==> config.mk <==
export PLATFORM = sky130hd
export DESIGN_NAME = sac_tag_dir
export DESIGN_NICKNAME = d
export VERILOG_FILES = /design/src/design/sac_pkg.sv /design/src/design/sac_tag_dir.sv
export SDC_FILE = /design/constraint.sdc
export NUM_CORES = 1
export LEC_CHECK = 0
export BUFFER_PORTS_ARGS = -buffer_cell sky130_fd_sc_hd__clkbuf_2
export CAP_MARGIN = 15
export CORE_MARGIN = 2
export CORE_UTILIZATION = 45
export DETAILED_ROUTE_END_ITERATION = 10
export PLACE_DENSITY_LB_ADDON = 0.3
export SLEW_MARGIN = 20
export SYNTH_ARGS = -nofsm -noshare
export SYNTH_HDL_FRONTEND = slang
export SYNTH_SLANG_ARGS = --single-unit
==> constraint.sdc <==
create_clock -name clock -period 3.49 [get_ports clock]
set_input_delay 0.5235 -clock clock [delete_from_list [all_inputs] [get_ports clock]]
set_output_delay 0.5235 -clock clock [all_outputs]
set_load 0.02 [all_outputs]
==> src/design/sac_pkg.sv <==
// Shared constants, types and sequencer states for the set-associative byte cache.
package sac_pkg;

   // Address and data geometry
   localparam int ADDR_W     = 16;
   localparam int DATA_W     = 8;
   localparam int CNT_W      = 32;
   localparam int NUM_WAYS   = 4;
   localparam int NUM_SETS   = 8;
   localparam int LINE_BYTES = 64;
   localparam int MEM_BYTES  = 65536;

   localparam int OFF_W      = $clog2(LINE_BYTES);
   localparam int SET_W      = $clog2(NUM_SETS);
   localparam int WAY_W      = $clog2(NUM_WAYS);
   localparam int TAG_W      = ADDR_W - OFF_W - SET_W;
   localparam int LINE_IDX_W = SET_W + WAY_W;
   localparam int NUM_LINES  = NUM_SETS * NUM_WAYS;
   localparam int LDATA_AW   = LINE_IDX_W + OFF_W;
   localparam int LDATA_DEPTH = NUM_LINES * LINE_BYTES;
   localparam int MEM_AW     = $clog2(MEM_BYTES);

   // Operation codes
   localparam logic OP_READ  = 1'b0;
   localparam logic OP_WRITE = 1'b1;

   // Sequencer states
   typedef enum logic [2:0] {
      ST_CLEAR,
      ST_IDLE,
      ST_LOOKUP,
      ST_HIT_READ,
      ST_FILL,
      ST_WRITE,
      ST_RESP
   } state_type;

   // Main memory port request
   typedef struct packed {
      logic              wr_en;
      logic [MEM_AW-1:0] wr_addr;
      logic [DATA_W-1:0] wdata;
      logic [MEM_AW-1:0] rd_addr;
   } mem_req_type;

   // Line data store request
   typedef struct packed {
      logic                wr_en;
      logic [LDATA_AW-1:0] wr_addr;
      logic [DATA_W-1:0]   wdata;
      logic [LDATA_AW-1:0] rd_addr;
   } line_req_type;

   // Tag directory control
   typedef struct packed {
      logic [LINE_IDX_W-1:0] rd_line;
      logic [LINE_IDX_W-1:0] cmp_line;
      logic [TAG_W-1:0]      cmp_tag;
      logic                  alloc_en;
      logic [SET_W-1:0]      alloc_set;
      logic [TAG_W-1:0]      alloc_tag;
   } tag_ctl_type;

   // Tag directory status
   typedef struct packed {
      logic             match;
      logic [WAY_W-1:0] victim;
   } tag_sts_type;

endpackage

==> src/design/sac_tag_dir.sv <==
// Tag directory: tag memory, valid bits, per-set victim pointers and the shared tag comparator.
module sac_tag_dir
   import sac_pkg::*;
(
   input  logic        clock,
   input  logic        reset,
   input  tag_ctl_type tag_ctl,
   output tag_sts_type tag_sts
);

   logic [TAG_W-1:0]     tag_mem [NUM_LINES];
   logic [TAG_W-1:0]     tag_q_ff;
   logic [NUM_LINES-1:0] valid_ff;
   logic [NUM_LINES-1:0] valid_in;
   logic [WAY_W-1:0]     victim_ff [NUM_SETS];
   logic [WAY_W-1:0]     victim_in [NUM_SETS];
   logic [WAY_W-1:0]     cur_victim;
   logic [LINE_IDX_W-1:0] alloc_line;

   assign cur_victim = victim_ff[tag_ctl.alloc_set];
   assign alloc_line = {tag_ctl.alloc_set, cur_victim};

   // Compare the tag read last cycle against the lookup tag
   assign tag_sts.match  = valid_ff[tag_ctl.cmp_line] && (tag_q_ff == tag_ctl.cmp_tag);
   assign tag_sts.victim = cur_victim;

   // Mark the allocated line valid and advance the set's pointer
   always_comb begin
      valid_in  = valid_ff;
      victim_in = victim_ff;
      if (tag_ctl.alloc_en) begin
         valid_in[alloc_line] = 1'b1;
         if (cur_victim == WAY_W'(NUM_WAYS - 1)) begin
            victim_in[tag_ctl.alloc_set] = '0;
         end else begin
            victim_in[tag_ctl.alloc_set] = cur_victim + WAY_W'(1);
         end
      end
   end

   always_ff @(posedge clock) begin
      if (reset) begin
         valid_ff <= '0;
         for (int s = 0; s < NUM_SETS; s++) begin
            victim_ff[s] <= '0;
         end
      end else begin
         valid_ff  <= valid_in;
         victim_ff <= victim_in;
      end
   end

   // Tag memory: write on allocation, registered read
   always_ff @(posedge clock) begin
      if (tag_ctl.alloc_en) begin
         tag_mem[alloc_line] <= tag_ctl.alloc_tag;
      end
      tag_q_ff <= tag_mem[tag_ctl.rd_line];
   end

endmodule

# Word-level counts from Yosys, hierarchy flattened
# Memory sizes are Yosys's and may differ from the RTL's. A register that Yosys moved wholly into a read port is not among the register bits.
# Index checks and enable logic that the tools add are counted.
totals:
  register_bits: 48
  ramBits: 224
  output_inout_bits: 3
  word_cells: 38
  mem_count: 1
op_classes:
  n_addsub: 1
  n_lt_le_gt_ge: 5
  eq_ne: 2
  mux: 13
  bitwise: 4
  n_reduce_logical: 3
memory_table:
  columns: ["name", "depth", "width", "read_ports", "rd_ports_with_merged_regs", "wr", "line_no", "source"]
  rows:
  - ["tag_mem", 32, 7, 1, 1, 1, "sac_tag_dir.sv:11", "logic [TAG_W-1:0] tag_mem [NUM_LINES];"]
op_table:
  columns: ["op", "n"]
  rows:
  - ["$or 32x32->32", 1]
  - ["$and 16x16->16", 1]
  - ["$bwmux 16", 1]
  - ["$mux 16", 1]
  - ["$not 16->16", 1]
  - ["$lt 5x6->1 const B", 2]
  - ["$eq 7x7->1", 1]
  - ["$bmux 2 s3", 1]
  - ["$demux 2 s3", 1]
  - ["$mux 2", 3]
  - ["$bmux 1 s5", 1]
  - ["$demux 1 s5", 1]
  - ["$ge 5x1->1 const B", 1]
  - ["$ge 4x4->1 const B", 1]
  - ["$lt 4x1->1 const B", 1]
  - ["$mux 1", 4]
  - ["$not 3->4", 1]
  - ["$logic_and 1x1->1", 3]
  - ["$add 2x1->2 const B", 1]
  - ["$eq 2x2->1 const B", 1]

# Depth between registers and ports, before layout
# Gate-level depths: netlist of the first run.
depth:
  word_depth: 9
  mapped_depth: 12
  depth_no_buf: 8

# Worst setup path after synthesis of the first run
# OpenSTA, ideal clock, no wires.
synth_path:
  kind: "input to register"
  from: "input tag_ctl[8] in the netlist's numbering"
  to: "memory tag_mem[11][0] in the netlist's numbering (enable)"
  setup_ns: 0.330
  t_arrival_ns: 2.764
  t_required_ns: 3.160
  setup_slack_ns: 0.395
  path_stages: 10
  path_buffers: 4
  cell_sequence: "clkbuf_1 -> clkbuf_1 -> and3_1 -> o21ai_1 -> and3_1 -> inv_1 -> ha_1 -> clkbuf_1 -> buf_1 -> and2_1"
synth_rtl:
  columns: ["element", "line_no", "source"]
  rows:
  - ["start: declaration", "sac_tag_dir.sv:7", "input tag_ctl_type tag_ctl,"]
  - ["end: declaration", "sac_tag_dir.sv:11", null]

==> results.txt, run 1 <==
----------------------------------------------------
[Yosys]
  Number of distinct library cell variants in the gate-level netlist after synthesis ... 39
  Synthesized cell area ... ~11000 sq um
  EDFF count, synth ... 224
  Post-Synthesis Cells ... between 600 and 700
  Net Count, Synth ... 640
  Post-synth ARST share ... 0
  Mean post-synth cell area ... ~18 sq um
  Portion of the post-synthesis area used by sequential elements ... 0.7082
  Yosys warning count ... 0
  Most common flop cell mapped by yosys ... sky130_fd_sc_hd__edfxtp_1
  Synth Register Bits ... approximately 280

[Clock tree]
  Post-cts resize count ... 0
  Master cell of the clock root buffer ... sky130_fd_sc_hd__clkbuf_16
  CTS H-tree lvls ... 1
  CTS tree ... done
  Hold buffer count at cts ... 0
  Number of CTS-inserted buffers ... 27
  Buffers inserted during post-CTS setup optimization ... 0
  Clock Path Buffers ... 3
  Clock transition time at the flip-flop clock pins of the worst setup and hold paths ... ~0.06 ns
  Clk_lat worst skew ... ~0.54 ns
  Sink count of the clock tree ... between 200 and 300

[Drt]
  Per-cell via count in the routed design ... around 5.6
  Number of detailed-route iterations in the first pass ... 5
  Violation count after the first detailed-route iteration ... between 400 and 500
  Via count ... roughly 5500
  Total wire length after detailed routing ... 22860 um
  Wire length per cell after detailed routing ... roughly 23 um
  Detail Route Antenna Nets ... 0
  Number of remaining DRC errors ... 0

[Run status]
  Run status ... finished, final reports clean

[Worst setup path]
  Reg2Reg Capture Point ... victim_ff[12]
  Worst reg2reg path startpoint ... victim_ff[8]
  Setup CP Type ... input pin to output pin
  Cell depth of the worst flop-to-flop path ... 9
  Arr. time, crit path ... approximately 2.2 ns
  Kind of capture point of the worst setup path ... output pin
  Startpoint type of the worst setup path ... input pin
  R2R setup slack ... between 1 and 1.5 ns
  Endpoint required time on the critical path ... 2.97 ns
  Crit-path max FO ... 9

[Placed design]
  Detailed placement HPWL ... between 10000 and 15000 um
  Number of buffers inserted by port buffering ... 32
  Routability-driven placement congestion ratio ... between 0.8 and 0.9
  Pre-CTS setup slack ... between 0.4 and 0.5 ns
  Placed instance area ... between 10000 and 15000 sq um

[Power and ir drop]
  Power density over the cells ... 552.9 nW/um^2
  Reported leakage power ... 4.088 nW
  Worst IR drop on VDD ... about 330 uV

[GRT]
  Total congestion overflow ... 0
  Met3 Usage GRT ... 0.03693
  Via count of the first global-routing pass ... approximately 5700
  Total global-route track usage ... 0.1823
  Number of antenna violations at the first check in global routing ... 0
  First-pass GRT wire length ... roughly 35000 um
  Pin count of the biggest net entering global routing ... 57
  Global Route met1 Usage ... 0.2643
  Most Crowded Layer GR ... met2
  Met2 track utilization from global routing ... 0.2864

[Die]
  Total Die Area ... ~26000 sq um
  Number of placement rows ... 57
  Area inside the core boundary ... about 24000 sq um
  Height of the die ... 160.7 um
  Num ports ... 33
  Starting Density ... 0.4558
  Floorplan die width ... 160.7 um

[Timing]
  Final WS setup ... between 0.7 and 0.8 ns
  Final setup violation count ... 0
  Worst hold margin ... between 0.3 and 0.4 ns
  Peak clock frequency supported by timing ... between 0.3 and 0.4 GHz
  Final worst-path cycle share ... 0.7843
  Actual slew at the worst max-slew pin ... around 1 ns
  Setup skew after layout ... between 0.01 and 0.015 ns
  Unrepaired setup endpoints after global routing ... no
  Worst slew slack as a fraction of its limit ... 0.3326
  Final setup TNS ... 0 ns
  Final count of hold timing violations ... 0
  Final worst path period need ... approximately 2.7 ns
  Max Slew Vio Count ... 0

[Worst hold path]
  Number of instances on the worst hold path ... 2
  End point of the worst hold path ... tag_q_ff[2]
  Class of the tightest hold or removal check ... input pin to flip-flop
  Hold path start ... tag_ctl[25]

[Finish]
  Finished layout cell area ... about 12000 sq um
  Area added between synthesis and finish ... 12.54%
  Antenna Cells ... 0
  Final layout net count ... a little under 700
  Filler Cells Inserted ... just under 2000
  End-of-flow core utilization ... 0.5130
  Fraction of final layout cells sized beyond drive strength 1 ... 0.2549

[Job]
  Max-cap check violation count ... 0

----------------------------------------------------
[routing by layer]
metal,wire length [um],up-vias,part of all wire
met3,1424,35,0.062
met1,10400,2830,0.45
met4,389,0,0.017
met2,10650,159,0.47
li1,-,2462,-
met5,0,-,0
[metrics by stage]
step                total power [mW]  instances
global route                   7.083        987
detailed placement             4.090        938
CTS                            6.918        987
global placement               4.083        938
floorplan                      3.943        606
finish                         6.877        987
[cells in the mapped netlist, types with 2 or more instances]
| master | count | area (sq um) |
|---|---|---|
| sky130_fd_sc_hd__a221o_1 | 2 | 20.02 |
| sky130_fd_sc_hd__nand4_1 | 9 | 56.30 |
| sky130_fd_sc_hd__clkbuf_1 | 21 | 78.83 |
| sky130_fd_sc_hd__ha_1 | 4 | 50.05 |
| sky130_fd_sc_hd__nand2_1 | 5 | 18.77 |
| sky130_fd_sc_hd__nand2b_1 | 9 | 56.30 |
| sky130_fd_sc_hd__and4b_1 | 3 | 30.03 |
| sky130_fd_sc_hd__nor2b_1 | 9 | 56.30 |
| sky130_fd_sc_hd__edfxtp_1 | 224 | 6726 |
| sky130_fd_sc_hd__nor2_1 | 66 | 247.7 |
| sky130_fd_sc_hd__o21ai_0 | 2 | 10.01 |
| sky130_fd_sc_hd__nor3b_1 | 2 | 15.01 |
| sky130_fd_sc_hd__and2_1 | 32 | 200.2 |
| sky130_fd_sc_hd__inv_1 | 2 | 7.510 |
| sky130_fd_sc_hd__buf_6 | 5 | 56.30 |
| sky130_fd_sc_hd__mux4_2 | 77 | 1734 |
| sky130_fd_sc_hd__nor4_1 | 2 | 12.51 |
| sky130_fd_sc_hd__mux2_2 | 9 | 101.4 |
| sky130_fd_sc_hd__a21oi_1 | 18 | 90.09 |
| sky130_fd_sc_hd__nor3_1 | 2 | 10.01 |
| sky130_fd_sc_hd__dfxtp_1 | 55 | 1101 |
| sky130_fd_sc_hd__buf_2 | 2 | 10.01 |
| sky130_fd_sc_hd__o21ai_1 | 2 | 10.01 |
| sky130_fd_sc_hd__xor2_1 | 7 | 61.31 |
| sky130_fd_sc_hd__mux2i_1 | 14 | 140.1 |
| sky130_fd_sc_hd__buf_1 | 8 | 30.03 |
| sky130_fd_sc_hd__and3_1 | 3 | 18.77 |
[layout make-up]
cell class	count	area, sq um	area share
multi-input cells	289	3043	0.2446
well taps	324	405.4	0.03259
inverters	2	7.507	0.0006035
clock inverters	16	167.7	0.01348
repair buffers	44	290.3	0.02334
clock buffers	33	698.2	0.05613
flip-flops and latches	279	7828	0.6293
[flip-flops by register name (all words and copies together), names as in the netlist]
name,flops
tag_mem,224
tag_q_ff,7
valid_ff,32
victim_ff,16
[worst max-delay path, cell delays in order]
cell	delay [ns]
sky130_fd_sc_hd__clkbuf_2	0.31
sky130_fd_sc_hd__mux4_2	0.55
sky130_fd_sc_hd__mux2_2	0.27
sky130_fd_sc_hd__o211ai_1	0.29
sky130_fd_sc_hd__a31oi_1	0.09
sky130_fd_sc_hd__clkbuf_2	0.17
[kinds of logic (layout without fill, tap and decap cells)]
kind of cell | after synthesis | after routing | share of synthesized area
buf+inv | 38 | 95 | 0.01653
mux | 100 | 100 | 0.1787
xor+xnor | 7 | 7 | 0.005547
simple gates | 148 | 148 | 0.07041
flops | 279 | 279 | 0.7082
compound gates | 30 | 30 | 0.01608
fa+ha+maj | 4 | 4 | 0.004528
[how the worst max path moves through the flow]
stage	end	cells after the start	slack, ns	from
CTS	tag_sts[2]	6	0.79	tag_ctl[20]
finish	tag_sts[2]	6	0.75	tag_ctl[20]
global route	tag_sts[2]	6	0.69	tag_ctl[20]
global placement	tag_mem[2][0]	6	0.51	tag_ctl[7]
detailed placement	tag_mem[27][2]	7	0.44	tag_ctl[7]
floorplan	tag_mem[11][0]	10	0.40	tag_ctl[8]
[power breakdown]
part / switching, mW / internal, mW / total, mW
logic: 0.213 / 0.157 / 0.370
registers: 0.0143 / 3.63 / 3.64
clock network: 1.21 / 1.65 / 2.86
total: 1.44 / 5.44 / 6.88
[layout by cell type (no fill, tap or decap), drive strengths merged, types with 4 or more instances in the layout]
cell and n:
clkinv 8, nand2b 9, buf 13, ha 4
xor2 7, and2 32, nand2 5, mux2 9
mux4 77, clkbuf 64, inv 4, edfxtp 224
a21oi 18, nor2 66, nor2b 9, nand4 9
o21ai 4, dfxtp 55, mux2i 14
Note: power is estimated with default switching activity, not from simulation.
==> run 2, diff against run 1 <==
--- a/config.mk
+++ b/config.mk
@@ -5,6 +5,7 @@
 export SDC_FILE = /design/constraint.sdc
 export NUM_CORES = 1
 export LEC_CHECK = 0
+export ABC_AREA = 1
 export BUFFER_PORTS_ARGS = -buffer_cell sky130_fd_sc_hd__clkbuf_2
 export CAP_MARGIN = 15
 export CORE_MARGIN = 2
==> constraint.sdc (replaced) <==
create_clock -name clock -period 2.2 [get_ports clock]
set_input_delay 0.33 -clock clock [delete_from_list [all_inputs] [get_ports clock]]
set_output_delay 0.33 -clock clock [all_outputs]
set_load 0.02 [all_outputs]
==> results.txt, run 2 <==
----------------------------------------------------
[Yosys]
  Net Count, Synth ... ~1100
  Synthesized cell area ... 11460 sq um
  Post-synth ARST share ... 0
  Number of distinct library cell variants in the gate-level netlist after synthesis ... 27
  Yosys warning count ... 0
  EDFF count, synth ... about 220
  Post-Synthesis Cells ... around 1100
  Synth Register Bits ... about 280
  Most instantiated library cell after synthesis ... sky130_fd_sc_hd__nand2_1
  Fraction of post-synthesis cell area in the top cell type by area ... 0.5869
  Portion of the post-synthesis area used by sequential elements ... 0.6830
  Most instantiated cells after synthesis ... sky130_fd_sc_hd__nand2_1 (319), sky130_fd_sc_hd__edfxtp_1 (224), sky130_fd_sc_hd__nand3_1 (196)
  Most common flop cell mapped by yosys ... sky130_fd_sc_hd__edfxtp_1
  Largest area contributor in the synthesized netlist ... sky130_fd_sc_hd__edfxtp_1
  Synth area leaders ... sky130_fd_sc_hd__edfxtp_1 (59%), sky130_fd_sc_hd__nand2_1 (10%), sky130_fd_sc_hd__dfxtp_1 (9.6%)
  Mean post-synth cell area ... 10.47 sq um

[Finish]
  End-of-flow core utilization ... 0.5312
  Biggest registers after layout ... tag_mem: 224 flops, valid_ff: 32 flops, victim_ff: 16 flops
  Antenna Cells ... 0
  Final standard cell count with taps included and fillers excluded ... approximately 1500
  Fraction of final layout cells sized beyond drive strength 1 ... 0.1349
  Number of flip-flops under the largest register name ... between 200 and 250
  Finished layout cell area ... around 13000 sq um
  Leading cell type in the layout, fill and taps excluded ... sky130_fd_sc_hd__nand2_1
  Area added between synthesis and finish ... 16.39%
  Largest register by flop count ... tag_mem
  Most used cells in the layout excluding fill and tap cells ... sky130_fd_sc_hd__nand2_1 (319), sky130_fd_sc_hd__edfxtp_1 (224), sky130_fd_sc_hd__nand3_1 (195)
  Final layout net count ... approximately 1200

[Worst setup path]
  Crit-path max FO ... 1
  Endpoint required time on the critical path ... 1.87 ns
  Arr. time, crit path ... roughly 1.8 ns
  Startpoint type of the worst setup path ... flip-flop
  Kind of capture point of the worst setup path ... output pin
  Setup CP Type ... flip-flop to output pin

[Drt]
  Detail Route Antenna Nets ... 0
  Number of detailed-route iterations in the first pass ... 5
  Per-cell via count in the routed design ... between 5 and 6
  Violation count after the first detailed-route iteration ... about 870
  Via count ... 8163
  Number of remaining DRC errors ... 0
  Wire length per cell after detailed routing ... between 15 and 20 um
  Total wire length after detailed routing ... 28970 um

[Power and ir drop]
  Worst IR drop on VDD ... roughly 470 uV
  Reported leakage power ... between 5 and 6 nW
  Power density over the cells ... ~860 nW/um^2

[Placed design]
  Number of buffers inserted by port buffering ... 32
  Routability-driven placement congestion ratio ... 0.8469
  Placed instance area ... 12370 sq um
  Pre-CTS setup slack ... -0.1348 ns
  Cell total after placement ... 1466
  Detailed placement HPWL ... around 18000 um

[Clock tree]
  Sink count of the clock tree ... 279
  Hold buffer count at cts ... 0
  Clock Path Buffers ... 3
  CTS H-tree lvls ... 1
  CTS tree ... done
  Number of CTS-inserted buffers ... 27
  Clock transition time at the flip-flop clock pins of the worst setup and hold paths ... roughly 0.06 ns
  Master cell of the clock root buffer ... sky130_fd_sc_hd__clkbuf_16
  Clk_lat worst skew ... 0.54 ns

[Timing]
  Final count of hold timing violations ... 0
  Final WS setup ... 0.08106 ns
  Max Slew Vio Count ... 0
  Peak clock frequency supported by timing ... between 0.4 and 0.5 GHz
  Final setup violation count ... 0
  Final worst path period need ... 2.119 ns
  Actual slew at the worst max-slew pin ... 0.5827 ns
  Setup skew after layout ... about 0.014 ns
  Final worst-path cycle share ... 0.9632
  Worst hold margin ... about 0.24 ns
  Worst slew slack as a fraction of its limit ... 0.6115

[Die]
  Area inside the core boundary ... between 20000 and 30000 sq um
  Height of the die ... roughly 160 um
  Starting Density ... 0.4564
  Num ports ... 33
  Number of placement rows ... between 50 and 60
  Floorplan die width ... approximately 160 um
  Total Die Area ... 26760 sq um

[Run status]
  Run status ... finished, final reports clean

[GRT]
  Total congestion overflow ... 0
  Via count of the first global-routing pass ... 7863
  Pin count of the biggest net entering global routing ... between 60 and 70
  Number of antenna violations at the first check in global routing ... 0
  Total global-route track usage ... 0.2203
  First-pass GRT wire length ... about 45000 um

[Worst hold path]
  Class of the tightest hold or removal check ... input pin to flip-flop

[Job]
  Max-cap check violation count ... 0

----------------------------------------------------
run 2: changes by cell type in the layout (fill, tap and decap cells not counted), moves of 9 or more:
cell                       previous run  this run
sky130_fd_sc_hd__buf_4               10        56
sky130_fd_sc_hd__o21a_1               0        15
sky130_fd_sc_hd__mux2i_1             14         0
sky130_fd_sc_hd__nor2b_1              9         0
sky130_fd_sc_hd__nor2_1              66       100
sky130_fd_sc_hd__o21ai_0              2        23
sky130_fd_sc_hd__and2_1              32         0
sky130_fd_sc_hd__nand2b_1             9         0
sky130_fd_sc_hd__inv_1                2        42
sky130_fd_sc_hd__mux2_2               9         0
sky130_fd_sc_hd__nand3_1              0       195
sky130_fd_sc_hd__mux4_2              77         0
sky130_fd_sc_hd__nand2_1              5       319
run 2: final cells by class:
class                           instances  area, sq um
Tap cell                              330        412.9
Sequential cell                       279         7828
Clock buffer                           34        732.0
Timing Repair Buffer                   95        742.0
Clock inverter                         16        205.2
Inverter                               52        202.7
Multi-Input combinational cell        710         3217
Fill cell                            2244        11770
run 2: metal layers:
layer	wire length, um	track usage	share of wire	vias to the layer above
met5	0	0	0	-
met2	13970	0.3692	0.48	333
li1	-	-	-	3859
met1	12070	0.3001	0.42	3925
met4	649	0.06100	0.022	0
met3	2273	0.03377	0.078	46
run 2: final timing paths:
path	from	end	slack, ns	depth (start not counted)
worst max-delay path	tag_q_ff[6]	tag_sts[2]	0.08	6
worst min-delay path	tag_ctl[27]	tag_q_ff[0]	0.24	3
worst max register to register	victim_ff[1]	tag_mem[17][2]	0.13	10
worst min register to register	victim_ff[15]	victim_ff[15]	0.47	2
run 2: repair_timing:
item	CTS	global route
cloned	0	0
buffers inserted	0	0
endpoints found under the setup margin	1	1
endpoints found under the hold margin	0	0
pin swaps	0	1
resized for setup	2	10
run 2: critical path: stages, from the launching register on:
cell	delay, ns
sky130_fd_sc_hd__dfxtp_1	0.34
sky130_fd_sc_hd__xnor2_1	0.12
sky130_fd_sc_hd__nand3_1	0.11
sky130_fd_sc_hd__nor2_2	0.26
sky130_fd_sc_hd__nand2_1	0.11
sky130_fd_sc_hd__nor2_2	0.17
sky130_fd_sc_hd__buf_6	0.14
run 2: per-stage QoR:
step / total power, mW / TNS [ns]
global route: 11.77 / -0.01963
detailed placement: 6.673 / -9.947
finish: 11.42 / 0
floorplan: 6.323 / -7.628
CTS: 11.48 / 0
global placement: 6.665 / -4.977
run 2: logic make-up after synthesis:
| kind of cell | count (synthesis) | share of synthesized area |
|---|---|---|
| and+or+nand+nor | 632 | 0.2309 |
| DFF | 279 | 0.6830 |
| buffers and inverters | 106 | 0.04345 |
| AOI/OAI and AO/OA | 67 | 0.03297 |
| xor gates and xnor gates | 7 | 0.005349 |
| adders and majority gates | 4 | 0.004367 |
run 2: report_power, final:
group	internal [mW]	switching [mW]
clock	2.94	1.92
combinational	0.244	0.546
sequential	5.75	0.0222
